## src/hw/rtl/wcm_pkg.sv

```systemverilog
// Shared types, constants and saturation helper for the wavelet coding modem.
package wcm_pkg;

   localparam int GROUP_SIZE_DEF = 4;
   localparam int GENUS_DEF = 4;
   localparam int ACC_W = 48;

   typedef enum logic [1:0] {
      OP_LOAD  = 2'd0,
      OP_DATA  = 2'd1,
      OP_FLUSH = 2'd2,
      OP_NONE  = 2'd3
   } opcode_type;

   typedef enum logic [2:0] {
      CMD_LOAD  = 3'b001,
      CMD_DATA  = 3'b010,
      CMD_FLUSH = 3'b100
   } cmd_kind_type;

   typedef struct packed {
      cmd_kind_type       kind;
      logic [1:0]         row;
      logic [3:0]         col;
      logic signed [7:0]  cval;
      logic signed [15:0] dval;
   } cmd_type;

   typedef struct packed {
      logic signed [31:0] value;
      logic               ovf;
   } sat_type;

   function automatic sat_type sat32(input logic signed [ACC_W-1:0] v);
      logic signed [ACC_W-1:0] hi;
      logic signed [ACC_W-1:0] lo;
      sat_type s;
      hi = {{(ACC_W-31){1'b0}}, {31{1'b1}}};
      lo = {{(ACC_W-31){1'b1}}, 31'd0};
      if (v > hi) begin
         s.value = 32'sh7FFF_FFFF;
         s.ovf   = 1'b1;
      end else if (v < lo) begin
         s.value = 32'sh8000_0000;
         s.ovf   = 1'b1;
      end else begin
         s.value = v[31:0];
         s.ovf   = 1'b0;
      end
      return s;
   endfunction

endpackage

```

## src/hw/rtl/wcm_front.sv

```systemverilog
// Request intake: decode, classify and queue commands for the engine.
module wcm_front #(
   parameter int GROUP_SIZE = wcm_pkg::GROUP_SIZE_DEF,
   parameter int GENUS = wcm_pkg::GENUS_DEF
) (
   input  logic             clock,
   input  logic             reset,
   input  logic             req_tvalid,
   output logic             req_tready,
   input  logic [31:0]      req_tdata,  // coef_row, coef_col, coef_value, data_value, pad
   input  logic [1:0]       req_tuser,  // opcode
   output logic             cmd_valid,
   output wcm_pkg::cmd_type cmd,
   input  logic             cmd_pop
);

   localparam int WinLen = GROUP_SIZE * GENUS;

   wcm_pkg::opcode_type op;
   wcm_pkg::cmd_type    cmd_w;
   logic                keep;
   logic                push;
   wcm_pkg::cmd_type    q_ff [2];
   logic                wr_ff, wr_in;
   logic                rd_ff, rd_in;
   logic [1:0]          count_ff, count_in;

   always_comb begin
      op = wcm_pkg::opcode_type'(req_tuser);
      cmd_w.row  = req_tdata[1:0];
      cmd_w.col  = req_tdata[5:2];
      cmd_w.cval = req_tdata[13:6];
      cmd_w.dval = req_tdata[29:14];
      cmd_w.kind = wcm_pkg::CMD_LOAD;
      keep = 1'b0;
      unique case (op)
         wcm_pkg::OP_LOAD: begin
            keep = ({6'd0, cmd_w.row} < 8'(GROUP_SIZE)) && ({4'd0, cmd_w.col} < 8'(WinLen));
         end
         wcm_pkg::OP_DATA: begin
            cmd_w.kind = wcm_pkg::CMD_DATA;
            keep = 1'b1;
         end
         wcm_pkg::OP_FLUSH: begin
            cmd_w.kind = wcm_pkg::CMD_FLUSH;
            keep = 1'b1;
         end
         default: keep = 1'b0;
      endcase
   end

   assign req_tready = (count_ff != 2'd2);
   assign push = req_tvalid && req_tready && keep;
   assign cmd_valid = (count_ff != 2'd0);
   assign cmd = q_ff[rd_ff];

   always_comb begin
      wr_in = push ? ~wr_ff : wr_ff;
      rd_in = cmd_pop ? ~rd_ff : rd_ff;
      count_in = 2'(count_ff + {1'b0, push} - {1'b0, cmd_pop});
   end

   always_ff @(posedge clock) begin
      if (reset) begin
         wr_ff <= 1'b0;
         rd_ff <= 1'b0;
         count_ff <= 2'd0;
      end else begin
         wr_ff <= wr_in;
         rd_ff <= rd_in;
         count_ff <= count_in;
      end
   end

   always_ff @(posedge clock) begin
      if (push) begin
         q_ff[wr_ff] <= cmd_w;
      end
   end

endmodule

```

## src/hw/rtl/wcm_back.sv

```systemverilog
// Engine: coefficient memory, shared MAC, overlap/sample window and result register.
module wcm_back #(
   parameter int GROUP_SIZE = wcm_pkg::GROUP_SIZE_DEF,
   parameter int GENUS = wcm_pkg::GENUS_DEF
) (
   input  logic             clock,
   input  logic             reset,
   input  logic             csr_we,
   input  logic             csr_wdata,
   input  logic             cmd_valid,
   input  wcm_pkg::cmd_type cmd,
   output logic             cmd_pop,
   output logic             rsp_tvalid,
   input  logic             rsp_tready,
   output logic [31:0]      rsp_tdata,  // result_value
   output logic             rsp_tlast,
   output logic             rsp_tuser   // overflow
);

   localparam int W = GROUP_SIZE * GENUS;
   localparam int RW = (GROUP_SIZE > 1) ? $clog2(GROUP_SIZE) : 1;
   localparam int CW = (W > 1) ? $clog2(W) : 1;
   localparam int AW = RW + CW;
   localparam int CNT_W = $clog2(W + 1);
   localparam int ACC_W = wcm_pkg::ACC_W;

   typedef enum logic [4:0] {
      S_IDLE  = 5'b00001,
      S_MAC   = 5'b00010,
      S_DRAIN = 5'b00100,
      S_FIN   = 5'b01000,
      S_EMIT  = 5'b10000
   } state_type;

   state_type               state_ff, state_in;
   logic                    mode_ff, mode_in;
   logic signed [15:0]      gb_ff [GROUP_SIZE];
   logic signed [15:0]      gb_in [GROUP_SIZE];
   logic signed [31:0]      win_ff [W];
   logic signed [31:0]      win_in [W];
   logic                    wovf_ff [W];
   logic                    wovf_in [W];
   logic [RW-1:0]           gp_ff, gp_in;
   logic [CNT_W-1:0]        sc_ff, sc_in;
   logic [CW-1:0]           cnt_ff, cnt_in;
   logic [CW-1:0]           idx_ff, idx_in;
   logic [CNT_W-1:0]        n_ff, n_in;
   logic                    flush_ff, flush_in;
   logic signed [ACC_W-1:0] acc_ff, acc_in;
   logic                    pv_ff, pv_in;
   logic signed [7:0]       rdata_ff;
   logic signed [15:0]      opnd_ff, opnd_in;
   logic signed [7:0]       coef_mem [2**AW];
   logic [AW-1:0]           raddr;
   logic [AW-1:0]           waddr;
   logic                    mem_we;
   logic signed [23:0]      prod;
   wcm_pkg::sat_type        sat_r;
   logic [CNT_W-1:0]        lim;
   logic                    clear_dp;
   logic                    out_free;
   logic                    out_load;
   logic signed [31:0]      out_value;
   logic                    out_last;
   logic                    out_ovf;
   logic                    rsp_valid_ff, rsp_valid_in;
   logic [31:0]             rsp_data_ff;
   logic                    rsp_last_ff;
   logic                    rsp_ovf_ff;

   assign prod = rdata_ff * opnd_ff;
   assign waddr = {RW'({6'd0, cmd.row}), CW'({2'd0, cmd.col})};
   assign out_free = !rsp_valid_ff || rsp_tready;
   assign lim = mode_ff ? CNT_W'(W) : CNT_W'(GROUP_SIZE);
   assign sat_r = wcm_pkg::sat32(mode_ff ? acc_ff : (ACC_W'(win_ff[0]) + acc_ff));
   assign raddr = mode_ff ? {idx_ff[RW-1:0], cnt_ff} : {cnt_ff[RW-1:0], idx_ff};

   always_comb begin
      state_in = state_ff;
      mode_in = mode_ff;
      gb_in = gb_ff;
      win_in = win_ff;
      wovf_in = wovf_ff;
      gp_in = gp_ff;
      sc_in = sc_ff;
      cnt_in = cnt_ff;
      idx_in = idx_ff;
      n_in = n_ff;
      flush_in = flush_ff;
      acc_in = acc_ff;
      pv_in = 1'b0;
      opnd_in = opnd_ff;
      mem_we = 1'b0;
      cmd_pop = 1'b0;
      clear_dp = 1'b0;
      out_load = 1'b0;
      out_value = win_ff[0];
      out_last = 1'b0;
      out_ovf = wovf_ff[0];

      if (pv_ff) begin
         acc_in = acc_ff + ACC_W'(prod);
      end

      unique case (state_ff)
         S_IDLE: begin
            if (cmd_valid) begin
               cmd_pop = 1'b1;
               unique case (cmd.kind)
                  wcm_pkg::CMD_LOAD: mem_we = 1'b1;
                  wcm_pkg::CMD_DATA: begin
                     if (!mode_ff) begin
                        gb_in[gp_ff] = cmd.dval;
                        if (gp_ff == RW'(GROUP_SIZE - 1)) begin
                           gp_in = '0;
                           idx_in = '0;
                           cnt_in = '0;
                           acc_in = '0;
                           n_in = CNT_W'(GROUP_SIZE);
                           flush_in = 1'b0;
                           state_in = S_MAC;
                        end else begin
                           gp_in = gp_ff + 1'b1;
                        end
                     end else begin
                        for (int i = 0; i < W - 1; i++) begin
                           win_in[i] = win_ff[i + 1];
                        end
                        win_in[W-1] = 32'(cmd.dval);
                        if (sc_ff != CNT_W'(W)) begin
                           sc_in = sc_ff + 1'b1;
                        end
                        gp_in = (gp_ff == RW'(GROUP_SIZE - 1)) ? '0 : gp_ff + 1'b1;
                        if (gp_ff == RW'(GROUP_SIZE - 1) && sc_ff >= CNT_W'(W - 1)) begin
                           idx_in = '0;
                           cnt_in = '0;
                           acc_in = '0;
                           state_in = S_MAC;
                        end
                     end
                  end
                  wcm_pkg::CMD_FLUSH: begin
                     if (mode_ff) begin
                        clear_dp = 1'b1;
                     end else if (gp_ff != '0) begin
                        idx_in = '0;
                        cnt_in = '0;
                        acc_in = '0;
                        n_in = CNT_W'(W);
                        flush_in = 1'b1;
                        state_in = S_MAC;
                     end else if (W == GROUP_SIZE) begin
                        clear_dp = 1'b1;
                     end else begin
                        cnt_in = '0;
                        n_in = CNT_W'(W - GROUP_SIZE);
                        flush_in = 1'b1;
                        state_in = S_EMIT;
                     end
                  end
                  default: ;
               endcase
            end
         end
         S_MAC: begin
            pv_in = 1'b1;
            if (mode_ff) begin
               opnd_in = win_ff[0][15:0];
               for (int i = 0; i < W - 1; i++) begin
                  win_in[i] = win_ff[i + 1];
               end
               win_in[W-1] = win_ff[0];
            end else begin
               opnd_in = gb_ff[cnt_ff[RW-1:0]];
            end
            if (CNT_W'(cnt_ff) == lim - 1'b1) begin
               state_in = S_DRAIN;
            end else begin
               cnt_in = cnt_ff + 1'b1;
            end
         end
         S_DRAIN: state_in = S_FIN;
         S_FIN: begin
            if (!mode_ff) begin
               for (int i = 0; i < W - 1; i++) begin
                  win_in[i] = win_ff[i + 1];
                  wovf_in[i] = wovf_ff[i + 1];
               end
               win_in[W-1] = sat_r.value;
               wovf_in[W-1] = wovf_ff[0] | sat_r.ovf;
               cnt_in = '0;
               acc_in = '0;
               if (idx_ff == CW'(W - 1)) begin
                  for (int i = 0; i < GROUP_SIZE; i++) begin
                     gb_in[i] = '0;
                  end
                  state_in = S_EMIT;
               end else begin
                  idx_in = idx_ff + 1'b1;
                  state_in = S_MAC;
               end
            end else if (out_free) begin
               out_load = 1'b1;
               out_value = sat_r.value;
               out_ovf = sat_r.ovf;
               out_last = (idx_ff == CW'(GROUP_SIZE - 1));
               cnt_in = '0;
               acc_in = '0;
               if (out_last) begin
                  state_in = S_IDLE;
               end else begin
                  idx_in = idx_ff + 1'b1;
                  state_in = S_MAC;
               end
            end
         end
         S_EMIT: begin
            if (out_free) begin
               out_load = 1'b1;
               out_last = (CNT_W'(cnt_ff) == n_ff - 1'b1);
               for (int i = 0; i < W - 1; i++) begin
                  win_in[i] = win_ff[i + 1];
                  wovf_in[i] = wovf_ff[i + 1];
               end
               win_in[W-1] = '0;
               wovf_in[W-1] = 1'b0;
               cnt_in = cnt_ff + 1'b1;
               if (out_last) begin
                  state_in = S_IDLE;
                  clear_dp = flush_ff;
               end
            end
         end
         default: state_in = S_IDLE;
      endcase

      if (csr_we) begin
         mode_in = csr_wdata;
         clear_dp = 1'b1;
      end

      if (clear_dp) begin
         for (int i = 0; i < GROUP_SIZE; i++) begin
            gb_in[i] = '0;
         end
         for (int i = 0; i < W; i++) begin
            win_in[i] = '0;
            wovf_in[i] = 1'b0;
         end
         gp_in = '0;
         sc_in = '0;
      end

      rsp_valid_in = (rsp_valid_ff && !rsp_tready) || out_load;
   end

   always_ff @(posedge clock) begin
      if (reset) begin
         state_ff <= S_IDLE;
         mode_ff <= 1'b0;
         for (int i = 0; i < GROUP_SIZE; i++) begin
            gb_ff[i] <= '0;
         end
         for (int i = 0; i < W; i++) begin
            win_ff[i] <= '0;
            wovf_ff[i] <= 1'b0;
         end
         gp_ff <= '0;
         sc_ff <= '0;
         cnt_ff <= '0;
         idx_ff <= '0;
         n_ff <= '0;
         flush_ff <= 1'b0;
         pv_ff <= 1'b0;
         rsp_valid_ff <= 1'b0;
      end else begin
         state_ff <= state_in;
         mode_ff <= mode_in;
         gb_ff <= gb_in;
         win_ff <= win_in;
         wovf_ff <= wovf_in;
         gp_ff <= gp_in;
         sc_ff <= sc_in;
         cnt_ff <= cnt_in;
         idx_ff <= idx_in;
         n_ff <= n_in;
         flush_ff <= flush_in;
         pv_ff <= pv_in;
         rsp_valid_ff <= rsp_valid_in;
      end
   end

   always_ff @(posedge clock) begin
      acc_ff <= acc_in;
      opnd_ff <= opnd_in;
      if (out_load) begin
         rsp_data_ff <= out_value;
         rsp_last_ff <= out_last;
         rsp_ovf_ff <= out_ovf;
      end
   end

   always_ff @(posedge clock) begin
      if (mem_we) begin
         coef_mem[waddr] <= cmd.cval;
      end
      rdata_ff <= coef_mem[raddr];
   end

   assign rsp_tvalid = rsp_valid_ff;
   assign rsp_tdata = rsp_data_ff;
   assign rsp_tlast = rsp_last_ff;
   assign rsp_tuser = rsp_ovf_ff;

`ifndef SYNTHESIS
   a_sc_bound: assert property (@(posedge clock) disable iff (reset)
      sc_ff <= CNT_W'(W)) else $error("sample count beyond window");
   a_gp_bound: assert property (@(posedge clock) disable iff (reset)
      gp_ff <= RW'(GROUP_SIZE - 1)) else $error("group position out of range");
   a_emit_enc: assert property (@(posedge clock) disable iff (reset)
      (state_ff == S_EMIT) |-> !mode_ff) else $error("window emit in decode mode");
   a_pv_mac: assert property (@(posedge clock) disable iff (reset)
      pv_ff |-> $past(state_ff == S_MAC)) else $error("product without read");
`endif

endmodule

```

## src/hw/rtl/wavelet_coding_modem_top.sv

```systemverilog
// Top level of the wavelet coding modem: request front end and MAC engine.
// Encode: a full group runs one MAC pass over the group for each window column, then emits M results;
// the single shared MAC sets the throughput, and the engine pops no new request until it is done.
// Decode: each emitting group runs one MAC pass over the window for each result row; others take only intake.
// Up to two requests queue ahead of the engine; results leave through one register.
// Synchronous active-high reset clears control, window and mode; coefficients are not cleared.
module wavelet_coding_modem_top #(
   parameter int GROUP_SIZE = wcm_pkg::GROUP_SIZE_DEF,
   parameter int GENUS = wcm_pkg::GENUS_DEF
) (
   input  logic        clock,
   input  logic        reset,
   input  logic        csr_we,
   input  logic        csr_wdata,
   input  logic        req_tvalid,
   output logic        req_tready,
   input  logic [31:0] req_tdata,  // coef_row, coef_col, coef_value, data_value, pad
   input  logic [1:0]  req_tuser,  // opcode
   output logic        rsp_tvalid,
   input  logic        rsp_tready,
   output logic [31:0] rsp_tdata,  // result_value
   output logic        rsp_tlast,
   output logic        rsp_tuser   // overflow
);

   logic             cmd_valid;
   wcm_pkg::cmd_type cmd;
   logic             cmd_pop;

   wcm_front #(
      .GROUP_SIZE(GROUP_SIZE),
      .GENUS(GENUS)
   ) u_front (
      .clock(clock),
      .reset(reset),
      .req_tvalid(req_tvalid),
      .req_tready(req_tready),
      .req_tdata(req_tdata),
      .req_tuser(req_tuser),
      .cmd_valid(cmd_valid),
      .cmd(cmd),
      .cmd_pop(cmd_pop)
   );

   wcm_back #(
      .GROUP_SIZE(GROUP_SIZE),
      .GENUS(GENUS)
   ) u_back (
      .clock(clock),
      .reset(reset),
      .csr_we(csr_we),
      .csr_wdata(csr_wdata),
      .cmd_valid(cmd_valid),
      .cmd(cmd),
      .cmd_pop(cmd_pop),
      .rsp_tvalid(rsp_tvalid),
      .rsp_tready(rsp_tready),
      .rsp_tdata(rsp_tdata),
      .rsp_tlast(rsp_tlast),
      .rsp_tuser(rsp_tuser)
   );

endmodule

```

## config.mk

```make
export PLATFORM = sky130hd
export DESIGN_NAME = wavelet_coding_modem_top
export DESIGN_NICKNAME = d
export VERILOG_FILES = /design/src/hw/rtl/wcm_pkg.sv /design/src/hw/rtl/wcm_front.sv /design/src/hw/rtl/wcm_back.sv /design/src/hw/rtl/wavelet_coding_modem_top.sv
export SDC_FILE = /design/constraint.sdc
export NUM_CORES = 2
export LEC_CHECK = 0
export BUFFER_PORTS_ARGS = -buffer_cell sky130_fd_sc_hd__buf_2
export CORE_MARGIN = 2
export CORE_UTILIZATION = 40
export DETAILED_ROUTE_END_ITERATION = 8
export GPL_ROUTABILITY_DRIVEN = 0
export PLACE_DENSITY = 0.58
export SYNTH_ARGS = -nofsm -noshare
export SYNTH_HDL_FRONTEND = slang
export SYNTH_SLANG_ARGS = --single-unit
```

## constraint.sdc

```tcl
create_clock -name clock -period 8.4 [get_ports clock]
set_clock_uncertainty 0.2 [all_clocks]
set_input_delay 0.84 -clock clock [delete_from_list [all_inputs] [get_ports clock]]
set_output_delay 0.84 -clock clock [all_outputs]
set_load 0.01 [all_outputs]
```

# After elaboration in Yosys (flattened, before gate mapping)
# Memories as Yosys holds them, arrays and structs flattened. A register that Yosys moved wholly into a read port is not among the register bits.
# Index checks and enable logic that the tools add are counted.
# op_classes
addsub	10
multipliers	1
n_div	0
n_lt_le_gt_ge	6
eq_ne	39
shift	0
muxes	118
bitwise	5
reduce_logical	27
# op_table
op	count
$mux 512	6
$pmux 512 s4	1
$mux 48	10
$mux 64	5
$pmux 48 s2	2
$pmux 64 s2	1
$mux 16	6
$mux 32	3
$mux 5	17
$mux 33	2
$bwmux 64	1
$mux 4	16
$add 32x48->48	1
$add 48x24->48	1
$gt 48x32->1 const B	1
$lt 48x32->1 const B	1
$bmux 16 s2	1
$demux 16 s2	1
$pmux 16 s2	1
$mux 1	30
$pmux 5 s5	1
$mul 8x16->24	1
$pmux 4 s2	3
$pmux 5 s2	2
other kinds (51)	92
# totals
register_bits	723
latch_bits	0
ramBits	578
rom_bits	0
inputBits	40
output_inout_bits	36
word_cells	262
memories	2
# memory_table
name	depth	word_bits	rd	rd_ports_with_merged_regs	wr	line	rtl
u_back.coef_mem	64	8	1	1	1	wcm_back.sv:53	logic signed [7:0] coef_mem [2**AW];
u_front.q_ff	2	33	1	1	1	wcm_front.sv:23	wcm_pkg::cmd_type q_ff [2];

# Logic depth before layout (Yosys ltp)
# depth
ltp_word	10
depth_mapped	23
mapped_depth_nobuf	22

# Hierarchy
# From an unflattened synthesis, not the netlist that was laid out.
# hier_totals
cells_unflattened	5735
area_unflattened_um2	61330.1
# modules_own_cells
mod	instances	cells_each	area_each_um2	seq_area_each_um2
wcm_back	1	5599	58661.3	30389.1
wcm_front	1	136	2668.8	2082.0

# Worst setup path before layout
# Ideal clock, no wire load.
# synth_path
path_type	flip-flop to flip-flop
from	reg u_back.opnd_ff[15]
to	reg u_back.acc_ff[47]
setup_ns	0.121
t_arrival_ns	6.874
required_time_ns	8.079
setup_slack_ns	1.205
path_stages_with_launch	18
n_path_buf	0
synth_period_minus_slack_ns	7.195
path_cell_list	edfxtp_1 and2_1 fa_1 fa_1 fa_1 fa_1 ha_1 ha_1 and3_1 and3_1 o2111ai_1 and3_1 o21ai_0 a41o_1 a211oi_1 or3_1 a41oi_1 mux2_2
# synth_between
elab_chain_cells	8
word_cells_on_any_way	13
cone_classes	add/sub: 1; mul: 1; mux: 11
# synth_rtl
element	line	rtl
from (decl)	wcm_back.sv:52	logic signed [15:0] opnd_ff, opnd_in;
from (signal assigned)	wcm_back.sv:295	opnd_ff <= opnd_in;
$mul 8x16->24 (*)	wcm_back.sv:71	assign prod = rdata_ff * opnd_ff;
$add 48x24->48 (*)	wcm_back.sv:102	acc_in = acc_ff + ACC_W'(prod);
$mux 48 (*)	wcm_back.sv:101	if (pv_ff) begin
$mux 48 (on tied branches)	wcm_back.sv:145, wcm_back.sv:114, wcm_back.sv:134	
$mux 48 (on tied branches)	wcm_back.sv:143, wcm_back.sv:112	
$pmux 48 s2	wcm_back.sv:109	unique case (cmd.kind)
$mux 48	wcm_back.sv:107	if (cmd_valid) begin
$pmux 48 s2 (*)	wcm_back.sv:105	unique case (state_ff)
net u_back.acc_in[47]	wcm_back.sv:49	logic signed [ACC_W-1:0] acc_ff, acc_in;
to (signal assigned)	wcm_back.sv:294	acc_ff <= acc_in;
to (decl)	wcm_back.sv:49	
# The timed path passes the listed nets; every way through them passes the cells marked *.
# A chain may end at the register's enable or synchronous reset.

# Worst setup path after layout
# layout_path
from	reg u_back.rdata_ff[0], read port of u_back.coef_mem
to	reg u_back.acc_ff[47]
# layout_between
elab_chain_cells	8
word_cells_on_any_way	13
cone_classes	add/sub: 1; mul: 1; mux: 11
# layout_rtl
element	line	rtl
from (decl)	wcm_back.sv:51	logic signed [7:0] rdata_ff;
$mul 8x16->24 (*)	wcm_back.sv:71	
$add 48x24->48 (*)	wcm_back.sv:102	
$mux 48 (*)	wcm_back.sv:101	
$mux 48 (on tied branches)	wcm_back.sv:145, wcm_back.sv:114, wcm_back.sv:134	
$mux 48 (on tied branches)	wcm_back.sv:143, wcm_back.sv:112	
$pmux 48 s2	wcm_back.sv:109	
$mux 48	wcm_back.sv:107	
$pmux 48 s2 (*)	wcm_back.sv:105	
net u_back.acc_in[47]	wcm_back.sv:49	
# Marked as above.

==> impl_metrics.toml <==
[run_status]
outcome = "completed"

[floorplanning]
core.rowCount = 143
fp.dieArea_um2 = 156300
die-width_um = 395.4
start_util_pct = 40.29
top_level_ports = 76
die_h_um = 395.4
core_area_um2 = 152100

[sta]
fin_tns_setup_ns = 0
tightest_slew_ns = 1.304
fmaxAchievable_mhz = 141.3
fin_crit_ns = 7.077
setup_violations = 0
setup_ws_ns = 1.323
slew_headroom_pct = 13.07
hold_violations = 0
layout_worst_path_cycle_share_pct = 84.26
holdWs_ns = 0.06960
rsz0062_at_grt = "no"
timing.final.max_slew_violations = 0

[critical_path]
crit_slowest_cell = "dfxtp_1"
cp-start-kind = "flip-flop"
cp.required_ns = 8.85
crit_chain = "and2_2 > buf_4 > fa_1 > fa_1 > fa_1 > fa_1 > ha_1 > ha_1 > o21a_1 > o211ai_1 > o22ai_1 > nor2_1 > o21a_1 > o21ai_0 > buf_4 > a41o_1 > a211oi_1 > o31ai_1 > a41oi_1 > mux2_2"
cpPeakStageDelay_ns = 0.73
arrival_ns = 7.53
path_delay_family = "adder cells"
cp-end-kind = "flip-flop"
crit_fanout = 16
cp_common_cell = "fa_1"
critPathKind = "flip-flop to flip-flop"
crit_buf_inv = 2

[place]
dp.cells = 7559
port_buffers = 73
hpwl_mm = 97.73
dp_slack_ns = 1.348

[grt]
antenna_found_initial = 14
grt_first_pass_wirelength_mm = 236.1
grt_max_degree = 251
track_usage_pct = 19.12
gr-total-overflow = 0
grt_pass1_vias = 40960

[synthesis]
synth_area_leaders = "edfxtp_1, dfxtp_1, nand2_1"
ys_seq_area_share_pct = 53.00
ys_top_cells_by_count = "nand2_1, a21oi_1, dfxtp_1"
ys_warn_count = 0
async_reset_ff_share_pct = 0
synthDistinctLibCells = 81
yosysTopAreaCellShare_pct = 30.78
synth_nets = 6165
syn_area_um2 = 61270
ys_ff_latch = 1308
avgSynthCellArea_um2 = 10.68
synth_most_common_cell = "nand2_1"
synth_top_area_cell = "edfxtp_1"
syn_inst = 5736
synth-main-ff-cell = "dfxtp_1"
synth_edf_count = 628

[pwr]
intPower_uw = 14040
clkPwrFrac_pct = 28.8
power_frac_comb_pct = 37.7
vdd_ir_drop_max_v = 0.0002934
powerDensity_nw_per_um2 = 320.2
leakage_uw = 0.02382
p_seq_share_pct = 33.5
p_sw_uw = 7942
switching_share_pct = 36.14
p_total_uw = 21980

[routing]
vias = 42040
antenna_left = 0
wl_mm = 150.4
drt-wirelength-per-cell_um = 19.18
first_pass_iters = 6
drc = 0
first_iter_violations = 3567
vias_per_cell = 5.363

[clocking]
cts_max_level = 4
clk_path_buf_depth = 3
cts_made_buffers = 140
cts.clk_slew.worst_paths_ns = 0.06
cts_resized = 0
cts_tree = "done"
clk_latency_ns = 0.81
root_buffer = "clkbuf_16"
clkSinkCount = 1308

[hold_path]
min_path_type = "primary input to flip-flop"

[run]
drv_cap = 0

[cells_and_area]
n_antenna_cell = 0
layout-area-overhead-vs-synth_pct = 12.02
final_nets = 6125
drive_gt1_share_pct = 9.277
final_cells = 7840
registers in the layout (all words and copies together) (netlist names), 5 cells and up, named ones only:
name              count
u_back.acc_ff        48
u_back.coef_mem     512
u_back.gb_ff         64
u_back.opnd_ff       16
u_back.rdata_ff       8
u_back.rsp_tdata     32
u_back.sc_ff          5
u_back.state_ff       5
u_back.win_ff       512
u_back.wovf_ff       16
u_front.q_ff         66
power by group through the flow:
| stage | Combinational [µW] | Sequential [µW] | Clock [µW] |
|---|---|---|---|
| final | 8290 | 7350 | 6340 |
| after global routing | 9390 | 7370 | 6750 |
| after CTS | 8300 | 7350 | 6500 |
| after detailed placement | 8200 | 7490 | 0 |
| after global placement | 8170 | 7480 | 0 |
| after floorplan | 6270 | 7340 | 0 |
per-layer routing:
metal,GRT usage [%],vias to the layer above,wire length [µm]
met5,0,-,27
met4,4.658,4,2788
met3,3.106,205,8701
met2,30.29,1099,69210
met1,27.38,20720,69660
li1,-,20010,-
logic make-up (layout without fill, tap and decap cells):
logic type,after synthesis,count (layout),share of synthesized area (%)
simple gates,1970,1970,13.31
flops,1308,1308,53.00
compound gates,1241,1241,11.91
buf+inv,517,591,3.196
fa+ha+maj,389,389,10.70
mux,226,226,6.666
xor+xnor,85,85,1.215
final cells by class:
cell class / count / area [µm²]
Clock buffer: 188 / 3826
Clock inverter: 68 / 987.2
Fill cell: 14140 / 83450
Inverter: 178 / 668.1
Multi-Input combinational cell: 3911 / 26970
Sequential cell: 1308 / 32480
Tap cell: 2030 / 2540
Timing Repair Buffer: 157 / 1159
placed cells by master, fill, tap and decap left out, types with 55 or more instances in the layout:
| master | n |
|---|---|
| o21ai_0 | 132 |
| and2_1 | 115 |
| a211oi_1 | 63 |
| inv_1 | 175 |
| fa_1 | 225 |
| mux2i_1 | 62 |
| clkbuf_16 | 141 |
| edfxtp_1 | 628 |
| nor2_1 | 326 |
| mux4_2 | 144 |
| xnor2_1 | 55 |
| a21oi_1 | 681 |
| a22oi_1 | 68 |
| nand2_1 | 1319 |
| buf_2 | 73 |
| ha_1 | 164 |
| dfxtp_1 | 677 |
final timing paths:
path | from | endpoint | slack [ns] | cells after the start
worst max-delay path | u_back.rdata_ff[0]$_DFF_P_ | u_back.acc_ff[47]$_DFF_P_ | 1.32 | 20
worst min-delay path | req_tdata[11] | u_front.q_ff[1][21]$_DFFE_PP_ | 0.07 | 1
worst max register to register | u_back.rdata_ff[0]$_DFF_P_ | u_back.acc_ff[47]$_DFF_P_ | 1.32 | 20
worst min register to register | u_back.win_ff[110]$_SDFFE_PP0P_ | u_back.win_ff[142]$_SDFFE_PP0P_ | 0.21 | 2
stage by stage:
stage | util (%) | area (µm²)
finish | 45.13 | 68630
global route | 45.13 | 68630
CTS | 45.13 | 68630
detailed placement | 41.80 | 63570
global placement | 41.80 | 63570
floorplan | - | 61270
repair_timing:
action                                 4_1_cts  5_1_grt
setup buffers                                0        0
hold buffers                                25        0
endpoints found under the hold margin       48        0
No activity file was read; power rests on OpenSTA's default activity.
